**src/design/searchable_fifo_queue_assert.svh**
```systemverilog
// Assertion macros for the searchable FIFO queue RTL, included by its top module.
// They expect the including module to have ports clk and arst_n.
`ifndef SEARCHABLE_FIFO_QUEUE_ASSERT_SVH
`define SEARCHABLE_FIFO_QUEUE_ASSERT_SVH
`ifndef SYNTHESIS
// same-cycle implication
`define SFQ_ASSERT_IMP(lbl, ante, cons) \
	lbl: assert property (@(posedge clk) disable iff (!arst_n) (ante) |-> (cons)) \
		else $error("sfq: same-cycle check failed");
// next-cycle implication
`define SFQ_ASSERT_NXT(lbl, ante, cons) \
	lbl: assert property (@(posedge clk) disable iff (!arst_n) (ante) |=> (cons)) \
		else $error("sfq: next-cycle check failed");
`else
`define SFQ_ASSERT_IMP(lbl, ante, cons)
`define SFQ_ASSERT_NXT(lbl, ante, cons)
`endif
`endif

```
**src/design/sfq_pkg.sv**
```systemverilog
// Types and constants of the searchable FIFO queue.
// No dependencies; used by sfq_cell, sfq_ctrl and searchable_fifo_queue.
package sfq_pkg;

	localparam int DEPTH = 16;
	localparam int CNT_W = $clog2(DEPTH + 1);
	localparam int OCC_W = 5;

	// operation codes
	localparam logic [1:0] KIND_PUSH   = 2'd0;
	localparam logic [1:0] KIND_POP    = 2'd1;
	localparam logic [1:0] KIND_SEARCH = 2'd2;

	// result status codes
	localparam logic [1:0] ST_DONE  = 2'd0;
	localparam logic [1:0] ST_EMPTY = 2'd1;
	localparam logic [1:0] ST_FULL  = 2'd2;

	typedef struct packed {
		logic [1:0]         kind;
		logic signed [31:0] value;
	} op_beat_t;

	typedef struct packed {
		logic [1:0]       status;
		logic             found;
		logic [OCC_W-1:0] occupancy;
	} res_beat_t;

	// command broadcast to every cell of the row
	typedef struct packed {
		logic               take;
		logic               push;
		logic               pop;
		logic               search;
		logic signed [31:0] value;
	} cell_cmd_t;

endpackage

```
**src/design/searchable_fifo_queue.sv**
```systemverilog
// Searchable FIFO queue: DEPTH signed 32-bit entries in a row of cells, slot 0 is
// the head. Each operation (push, pop, search) is one beat and gives one result
// beat. While the result side is not stalling, one operation is taken every cycle.
// Stage 1 registers status and count at the accepting edge, when the cells also
// update and register their match flags. When stage 1 advances, the OR over all
// DEPTH match flags loads the result register, which offers the result beat. A
// stalled result register holds the input as soon as the stage in front of it is also occupied.
// A push to a full queue is dropped with status full; pop or search on an empty
// queue reports empty. Depends on sfq_pkg, sfq_cell, sfq_ctrl.
`include "searchable_fifo_queue_assert.svh"

module searchable_fifo_queue import sfq_pkg::*; (
	input  logic      clk,
	input  logic      arst_n,
	input  logic      op_valid,
	output logic      op_stall,
	input  op_beat_t  op,
	output logic      res_valid,
	input  logic      res_stall,
	output res_beat_t res
);

	cell_cmd_t          cmd;
	logic [CNT_W-1:0]   fill_count;
	logic [DEPTH-1:0]   valid_vec;
	logic [DEPTH-1:0]   match_vec;
	logic signed [31:0] value_arr [DEPTH];
	logic               take_push;
	logic               take_pop;

	sfq_ctrl u_ctrl (
		.clk        (clk),
		.arst_n     (arst_n),
		.op_valid   (op_valid),
		.op_stall   (op_stall),
		.op         (op),
		.res_valid  (res_valid),
		.res_stall  (res_stall),
		.res        (res),
		.match_vec  (match_vec),
		.cmd        (cmd),
		.fill_count (fill_count)
	);

	// row of cells; each takes from its upper neighbor on pop
	for (genvar i = 0; i < DEPTH; i++) begin : g_cell
		logic               prev_v;
		logic               next_v;
		logic signed [31:0] next_d;

		if (i == 0) begin : g_head
			assign prev_v = 1'b1;
		end else begin : g_body
			assign prev_v = valid_vec[i-1];
		end

		if (i == DEPTH - 1) begin : g_tail
			assign next_v = 1'b0;
			assign next_d = '0;
		end else begin : g_link
			assign next_v = valid_vec[i+1];
			assign next_d = value_arr[i+1];
		end

		sfq_cell u_cell (
			.clk        (clk),
			.arst_n     (arst_n),
			.cmd        (cmd),
			.prev_valid (prev_v),
			.next_valid (next_v),
			.next_value (next_d),
			.valid      (valid_vec[i]),
			.value      (value_arr[i]),
			.match      (match_vec[i])
		);
	end

	// accepted push that fits, accepted pop that has something to remove
	assign take_push = op_valid && !op_stall && op.kind == KIND_PUSH
		&& fill_count != CNT_W'(DEPTH);
	assign take_pop  = op_valid && !op_stall && op.kind == KIND_POP && fill_count != '0;

	// valid bits track the fill count and stay packed at the head
	`SFQ_ASSERT_IMP(a_valid_count, 1'b1, $countones(valid_vec) == fill_count)
	`SFQ_ASSERT_IMP(a_valid_packed, 1'b1, (valid_vec & (valid_vec + DEPTH'(1))) == '0)
	`SFQ_ASSERT_IMP(a_match_valid, 1'b1, (match_vec & ~valid_vec) == '0)
	`SFQ_ASSERT_NXT(a_push_grows, take_push, fill_count == $past(fill_count) + CNT_W'(1))
	`SFQ_ASSERT_NXT(a_pop_shrinks, take_pop, fill_count == $past(fill_count) - CNT_W'(1))

endmodule

```
**src/design/sfq_cell.sv**
```systemverilog
// One storage cell of the queue row: value, valid bit and search match flag.
// Depends on sfq_pkg.
module sfq_cell import sfq_pkg::*; (
	input  logic               clk,
	input  logic               arst_n,
	input  cell_cmd_t          cmd,
	input  logic               prev_valid,
	input  logic               next_valid,
	input  logic signed [31:0] next_value,
	output logic               valid,
	output logic signed [31:0] value,
	output logic               match
);

	logic               valid_q;
	logic signed [31:0] value_q;
	logic               match_q;
	logic               push_here;

	// a push lands in the first empty cell
	assign push_here = cmd.push && !valid_q && prev_valid;

	// control bits
	always_ff @(posedge clk or negedge arst_n) begin
		if (!arst_n) begin
			valid_q <= 1'b0;
			match_q <= 1'b0;
		end else if (cmd.take) begin
			if (cmd.pop) begin
				valid_q <= next_valid;
			end else if (push_here) begin
				valid_q <= 1'b1;
			end
			match_q <= cmd.search && valid_q && (value_q == cmd.value);
		end
	end

	// payload: shift down on pop, load on push
	always_ff @(posedge clk) begin
		if (cmd.take) begin
			if (cmd.pop) begin
				value_q <= next_value;
			end else if (push_here) begin
				value_q <= cmd.value;
			end
		end
	end

	assign valid = valid_q;
	assign value = value_q;
	assign match = match_q;

endmodule

```
**src/design/sfq_ctrl.sv**
```systemverilog
// Queue control: handshakes, fill count, status and the result register.
// Depends on sfq_pkg.
module sfq_ctrl import sfq_pkg::*; (
	input  logic             clk,
	input  logic             arst_n,
	input  logic             op_valid,
	output logic             op_stall,
	input  op_beat_t         op,
	output logic             res_valid,
	input  logic             res_stall,
	output res_beat_t        res,
	input  logic [DEPTH-1:0] match_vec,
	output cell_cmd_t        cmd,
	output logic [CNT_W-1:0] fill_count
);

	logic [CNT_W-1:0] count_q;
	logic [CNT_W-1:0] count_nxt;
	logic [1:0]       status_nxt;
	logic             s1_valid_q;
	logic [1:0]       status_s1;
	logic [CNT_W-1:0] count_s1;
	logic             res_valid_q;
	res_beat_t        res_q;
	logic             advance;
	logic             take;
	logic             full;
	logic             empty;

	// handshake: stage 1 moves on when the result register is free
	assign advance  = s1_valid_q && (!res_valid_q || !res_stall);
	assign op_stall = s1_valid_q && !advance;
	assign take     = op_valid && !op_stall;

	assign full  = (count_q == CNT_W'(DEPTH));
	assign empty = (count_q == '0);

	// next count and status
	always_comb begin
		count_nxt  = count_q;
		status_nxt = ST_DONE;
		unique case (op.kind)
			KIND_PUSH: begin
				if (full) begin
					status_nxt = ST_FULL;
				end else begin
					count_nxt = count_q + CNT_W'(1);
				end
			end
			KIND_POP: begin
				if (empty) begin
					status_nxt = ST_EMPTY;
				end else begin
					count_nxt = count_q - CNT_W'(1);
				end
			end
			KIND_SEARCH: begin
				if (empty) begin
					status_nxt = ST_EMPTY;
				end
			end
			default: begin
				status_nxt = ST_DONE;
			end
		endcase
	end

	// command to the cell row
	always_comb begin
		cmd.take   = take;
		cmd.push   = (op.kind == KIND_PUSH);
		cmd.pop    = (op.kind == KIND_POP);
		cmd.search = (op.kind == KIND_SEARCH);
		cmd.value  = op.value;
	end

	// fill count and stage 1 control
	always_ff @(posedge clk or negedge arst_n) begin
		if (!arst_n) begin
			count_q    <= '0;
			s1_valid_q <= 1'b0;
		end else begin
			if (take) begin
				count_q <= count_nxt;
			end
			if (take) begin
				s1_valid_q <= 1'b1;
			end else if (advance) begin
				s1_valid_q <= 1'b0;
			end
		end
	end

	// stage 1 payload
	always_ff @(posedge clk) begin
		if (take) begin
			status_s1 <= status_nxt;
			count_s1  <= count_nxt;
		end
	end

	// result register valid
	always_ff @(posedge clk or negedge arst_n) begin
		if (!arst_n) begin
			res_valid_q <= 1'b0;
		end else if (advance) begin
			res_valid_q <= 1'b1;
		end else if (!res_stall) begin
			res_valid_q <= 1'b0;
		end
	end

	// result register payload; match flags are already gated by search
	always_ff @(posedge clk) begin
		if (advance) begin
			res_q.status    <= status_s1;
			res_q.found     <= |match_vec;
			res_q.occupancy <= OCC_W'(count_s1);
		end
	end

	assign res_valid  = res_valid_q;
	assign res        = res_q;
	assign fill_count = count_q;

endmodule

```
**config.mk**
```make
export PLATFORM = sky130hd
export DESIGN_NAME = searchable_fifo_queue
export DESIGN_NICKNAME = d
export VERILOG_FILES = /design/src/design/sfq_pkg.sv /design/src/design/searchable_fifo_queue.sv /design/src/design/sfq_cell.sv /design/src/design/sfq_ctrl.sv
export VERILOG_INCLUDE_DIRS = /design/src /design/src/design
export SDC_FILE = /design/constraint.sdc
export NUM_CORES = 1
export LEC_CHECK = 0
export BUFFER_PORTS_ARGS = -buffer_cell sky130_fd_sc_hd__buf_2
export CORE_ASPECT_RATIO = 0.5
export CORE_MARGIN = 2
export CORE_UTILIZATION = 30
export CTS_BUF_LIST = sky130_fd_sc_hd__clkbuf_16
export CTS_CLUSTER_DIAMETER = 200
export CTS_CLUSTER_SIZE = 12
export DETAILED_ROUTE_END_ITERATION = 12
export GPL_ROUTABILITY_DRIVEN = 0
export GPL_TIMING_DRIVEN = 0
export PLACE_DENSITY = 0.55
export SLEW_MARGIN = 25
export SYNTH_ARGS = -nofsm -noshare
export SYNTH_HDL_FRONTEND = slang
export SYNTH_SLANG_ARGS = --single-unit
```
**constraint.sdc**
```tcl
create_clock -name clk -period 3.5 [get_ports clk]
set_clock_uncertainty 0.1 [all_clocks]
set_input_delay 0.35 -clock clk [delete_from_list [all_inputs] [get_ports clk]]
set_output_delay 0.35 -clock clk [all_outputs]
set_load 0.01 [all_outputs]
```
; ---- Yosys cells after proc, flatten, opt, wreduce, memory -nomap -nowiden
; Cells that the tools add are included.
[totals]
regBits = 566
latchBits = 0
mem_bits_rw = 0
romBits = 0
inputBits = 38
output_inout_bits = 10
word_cells = 275
n_memories = 0
[classes]
addsub = 2
mul = 0
n_div = 0
order_cmp = 0
eq_ne = 20
shift = 0
mux = 73
bitwise_logic = 0
reduce_logical = 124
[ops]
columns = operator, n
row1 = $mux 32, 31
row2 = $eq 32x32->1, 16
row3 = $logic_and 1x1->1, 66
row4 = $mux 1, 37
row5 = $reduce_bool 2->1, 17
row6 = $reduce_and 2->1, 16
row7 = $logic_not 1->1, 20
row8 = $reduce_or 16->1, 1
row9 = $mux 5, 2
row10 = $pmux 5 s2, 1
row11 = $add 5x1->5 const B, 1
row12 = $eq 5x5->1 const B, 1
row13 = $logic_not 5->1, 1
row14 = $sub 5x1->5 const B, 1
row15 = $pmux 2 s2, 1
row16 = $eq 2x1->1 const B, 1
row17 = $eq 2x2->1 const B, 1
row18 = $logic_not 2->1, 1
row19 = $mux 2, 1
row20 = $ne 2x1->1 const B, 1
row21 = $reduce_or 2->1, 1
row22 = $logic_or 1x1->1, 1

; ---- Logic depth before layout (Yosys ltp)
[depth]
depth_word = 8
mapped_depth = 9
mapped_depth_nobuf = 6

; ---- Cells and area by module
; From an unflattened synthesis, not the netlist that was laid out.
[unflattened]
hier_cells = 2072
hier_area_um2 = 29981.3
[modules_own_cells]
columns = mod, instances, cells_each, area_each_um2, seq_area_each_um2
row1 = sfq_cell, 16, 121, 1784.2, 1011.0
row2 = sfq_ctrl, 1, 134, 1426.4, 625.6
row3 = searchable_fifo_queue, 1, 2, 7.5, 0.0

; ---- Least setup slack after synthesis
; OpenSTA, ideal clock, no wires.
[synth_path]
path_type = input-to-reg
start = input op[33] (netlist bit)
end = register g_cell[0].u_cell.value_q[0], enable pin
setup_ns = 0.421
arrival_time_ns = 2.811
required_time_ns = 2.979
path_slack_ns = 0.168
path_stages = 8
n_path_buf = 4
path_cell_list = inv_1 > ha_1 > buf_2 > buf_2 > clkbuf_1 > buf_2 > a21oi_1 > nor2_1
[synth_via]
elab_chain_len = 4
elab_cells_between_ends = 5
cone_classes = eq/ne: 1 / reduce/logical: 4
[synth_lines]
columns = item, line_no
row1 = "start, declared", searchable_fifo_queue.sv:17  ; input op_beat_t op,
row2 = $logic_not 2->1, sfq_ctrl.sv:71  ; cmd.push = (op.kind == KIND_PUSH);
row3 = $logic_and 1x1->1, sfq_cell.sv:21  ; assign push_here = cmd.push && !valid_q && prev_valid;
row4 = $reduce_bool 2->1 (no line) *, -
row5 = $reduce_and 2->1 (no line) *, -
row6 = "end signal, assigned", sfq_cell.sv:42  ; value_q <= next_value;
row7 = "end signal, assigned", sfq_cell.sv:44  ; value_q <= cmd.value;
row8 = "end, declared", sfq_cell.sv:16  ; logic signed [31:0] value_q;
; Mark *: on every way between the ends. The rest lies on a longest branch, timed or not.
; A chain may end at the register's enable or synchronous reset.

; ---- Worst setup path in the final report
[layout_path]
start = input op[33] (netlist bit)
end = register g_cell[0].u_cell.value_q[20], enable pin
; Same word-level chain as after synthesis.

==> results.md <==
* Gr ovfl total at 0
* Layout Cell Area excl Fill at 0.0321 sq mm
* CP Cell Sequence: buf_2 -> inv_1 -> ha_1 -> buf_2 -> buf_2 -> clkbuf_1 -> buf_2 -> a21oi_1 -> nor2_4 -> buf_12
* Slowest cell delay on critical path at 620 ps
* Post-synthesis sequential area ratio at 0.590
* Logic pwr share at 0.141
* Synth area leaders: edfxtp_1 (56%), xor2_1 (15%), nand2_1 (13%)
* First-pass iteration count of the detailed router at 5
* Slowest cell on crit path: clkbuf_1
* Largest net degree at the start of global routing at 29
* DP Cell Count at 3,973
* Post-synth top area cell: edfxtp_1
* Max IR drop VDD at 278 uV
* Sw Ratio at 0.277
* DR vias/cell at 4.60
* Hold_sp: op[33]
* WL/cell at 21.4 um
* Unique cell type count in the Yosys netlist at about 50
* Crit path max-delay family: buffers and inverters
* Clk buf depth at 3
* CTS sink count at 566
* Vias in the first global route at about 18,000
* CP Capture Type: flip-flop
* RSZ-0062 raised after global routing: no
* Gr usage total at 0.175
* Core Footprint at 0.0935 sq mm
* Worst path required time at 3710 ps
* Chip width at 440 um
* FF-to-FF path depth at 6
* Hold Buf Count CTS at 3
* Rows at 79
* Avg Inst Size Synth at 10.6 sq um
* Crit path buf inv count at 7
* Setup Viol. Count Final at 0
* DIE HEIGHT at 222 um
* Starting DRT DRC Count at 1,891
* Flop pwr share at 0.525
* Synth top cells by count: nand2_1 (982), edfxtp_1 (527), xor2_1 (495)
* Yosys warns at 0
* Fin crit share at 0.804
* Vias at 18,700
* Io pins at 48
* Async set-reset flop share out of synthesis at 0.0689
* TritonCTS buffer count at 53
* Max-slew violations at 0
* Port-buffer cells at 15
* CTS tree: yes
* Flop2flop setup slack at 1010 ps
* Mapped Area at 0.0285 sq mm
* Slew HR at 0.310
* # fillers at 9,322
* Post-CTS setup buffers at 0
* Area post-placement at 0.0306 sq mm
* Post-layout min period at between 2000 and 3000 ps
* Hold path cells at 3
* Sw power at 4.34 mW
* Most used cell, CP: buf_2
* Final ANT Viol Nets at 0
* Die area at around 0.098 sq mm
* Type of origin of the critical path: input port
* Max-cap violations at 0
* H-tree depth at 2
* Layout Cells excl Fill at 4,052
* Outcome: finished, final reports clean
* Critical path arrival at 3020 ps
* Max FO, Critical Path at 27
* Syn Inst Count at 2,686
* Worst-margin pin slew at 1030 ps
* First-pass GRT wire length at approximately 120,000 um
* #FFs+latches synth at 566
* Count leader, synth: nand2_1
* Final WL at 86,800 um
* Clock Latency Late Sink at 620 ps
* Pre-CTS setup slack at 75.9 ps
* Growth of design area from synthesis to finish at 12.7%
* Internal at 11.4 mW
* Reg2reg end: g_cell[14].u_cell.valid
* Root Buffer: clkbuf_16
* Critical path type: in -> reg
* Post-synth top area share at 0.556
* Final WS setup at 685 ps
* Syn_nets at between 2,000 and 3,000
* Fraction of power consumed by the clock network at 0.334
* Fin nets at between 2,000 and 3,000
* DP Wirelength at 71,300 um
* Hold Path Class: in -> reg
* Initial Utilization at 0.304
* Primary FF master, synth: edfxtp_1
* Worst R2R Start: u_ctrl.res_valid
* Initial antenna violation count at 1
* Post-layout util at 0.343
* Reg clk slew, reported paths at 60 ps
* Fmax at around 360 MHz
* Residual DRC at 0
* Leakage at roughly 13 nW
* Post_cts resized at 0
* Post-synth EDFFs at 527
* Final hold violations at 0
* Hold Crit Endpoint: u_ctrl.status_s1[1]
* Fraction of layout cells with a size suffix above 1 at 0.0866
* Overall Power at 15.7 mW
* Pwr Density at 490 mW/mm^2
[metal layers]
layer	up-vias	routed length (um)	global-route usage
met1	8808	39900	0.243
met4	0	4790	0.0903
li1	9127	-	-
met5	-	0	0
met2	557	38200	0.272
met3	166	3850	0.0181
[through the flow]
stage / setup TNS, ps / hold WS, ps
final: 0 / 99.7
after global routing: 0 / 107
after CTS: 0 / 72.2
after detailed placement: 0 / 234
after global placement: -609190 / 302
after floorplan: 0 / -45.6
[registers in the layout (all words and copies together), names as in the netlist]
register	cells
g_cell.u_cell.value	512
u_ctrl.res_valid	1
u_ctrl.status_s1	2
u_ctrl.s1_valid_q	1
g_cell.u_cell.valid	16
g_cell.u_cell.match	16
u_ctrl.fill_count	5
u_ctrl.res	8
u_ctrl.count_s1	5
[worst max path at each step]
| stage | cells past startpoint | end | startpoint | slack, ps |
|---|---|---|---|---|
| after detailed placement | 10 | g_cell[15].u_cell.value[12] | op[33] | 80 |
| after global placement | 9 | g_cell[15].u_cell.value[12] | op[33] | -1520 |
| after global routing | 10 | g_cell[0].u_cell.value[20] | op[33] | 530 |
| after floorplan | 8 | g_cell[0].u_cell.value[0] | op[33] | 170 |
| final | 10 | g_cell[0].u_cell.value[20] | op[33] | 680 |
| after CTS | 10 | g_cell[0].u_cell.value[20] | op[33] | 720 |
[tightest hold or removal path, cell delays in order]
cell	delay [ps]
buf_2	100
ha_1	130
nor3b_1	50
[placed cells by master (no fill, tap or decap), types with 34 or more instances in the layout]
| cell type | synthesis | layout |
|---|---|---|
| clkbuf_1 | 76 | 75 |
| xor2_1 | 495 | 495 |
| clkbuf_16 | 0 | 54 |
| nand2b_1 | 34 | 34 |
| dfrtp_1 | 39 | 39 |
| nand2_1 | 982 | 982 |
| nor4_1 | 115 | 114 |
| inv_1 | 52 | 71 |
| edfxtp_1 | 527 | 527 |
| buf_2 | 100 | 115 |
[power by group through the flow]
stage | Clock [mW] | Combinational (mW) | Sequential (mW)
floorplan | 0 | 1.35 | 8.30
global placement | 0 | 2.07 | 8.39
detailed placement | 0 | 2.19 | 8.38
CTS | 5.30 | 2.20 | 8.24
global route | 5.54 | 2.39 | 8.28
finish | 5.25 | 2.21 | 8.24
[cell families after synthesis]
| logic type | count (synthesis) | share of synthesized area |
|---|---|---|
| flops | 566 | 0.590 |
| simple gates | 1244 | 0.183 |
| buf+inv | 260 | 0.0425 |
| xor+xnor | 513 | 0.158 |
| mux | 1 | 0.000396 |
| fa+ha+maj | 6 | 0.00264 |
| compound gates | 96 | 0.0230 |
[cell type report]
| type | instances | area, sq um | area share |
|---|---|---|---|
| buffer | 203 | 998 | 0.0311 |
| tap | 1255 | 1570 | 0.0490 |
| timing repair buffer | 35 | 453 | 0.0141 |
| multi-input combinational | 1860 | 10600 | 0.330 |
| antenna | 1 | 2.50 | 0.0000780 |
| sequential | 566 | 16800 | 0.524 |
| inverter | 57 | 214 | 0.00667 |
| clock inverter | 21 | 98.8 | 0.00308 |
| clock buffer | 54 | 1350 | 0.0421 |
Power figures use the tool's default switching activity.
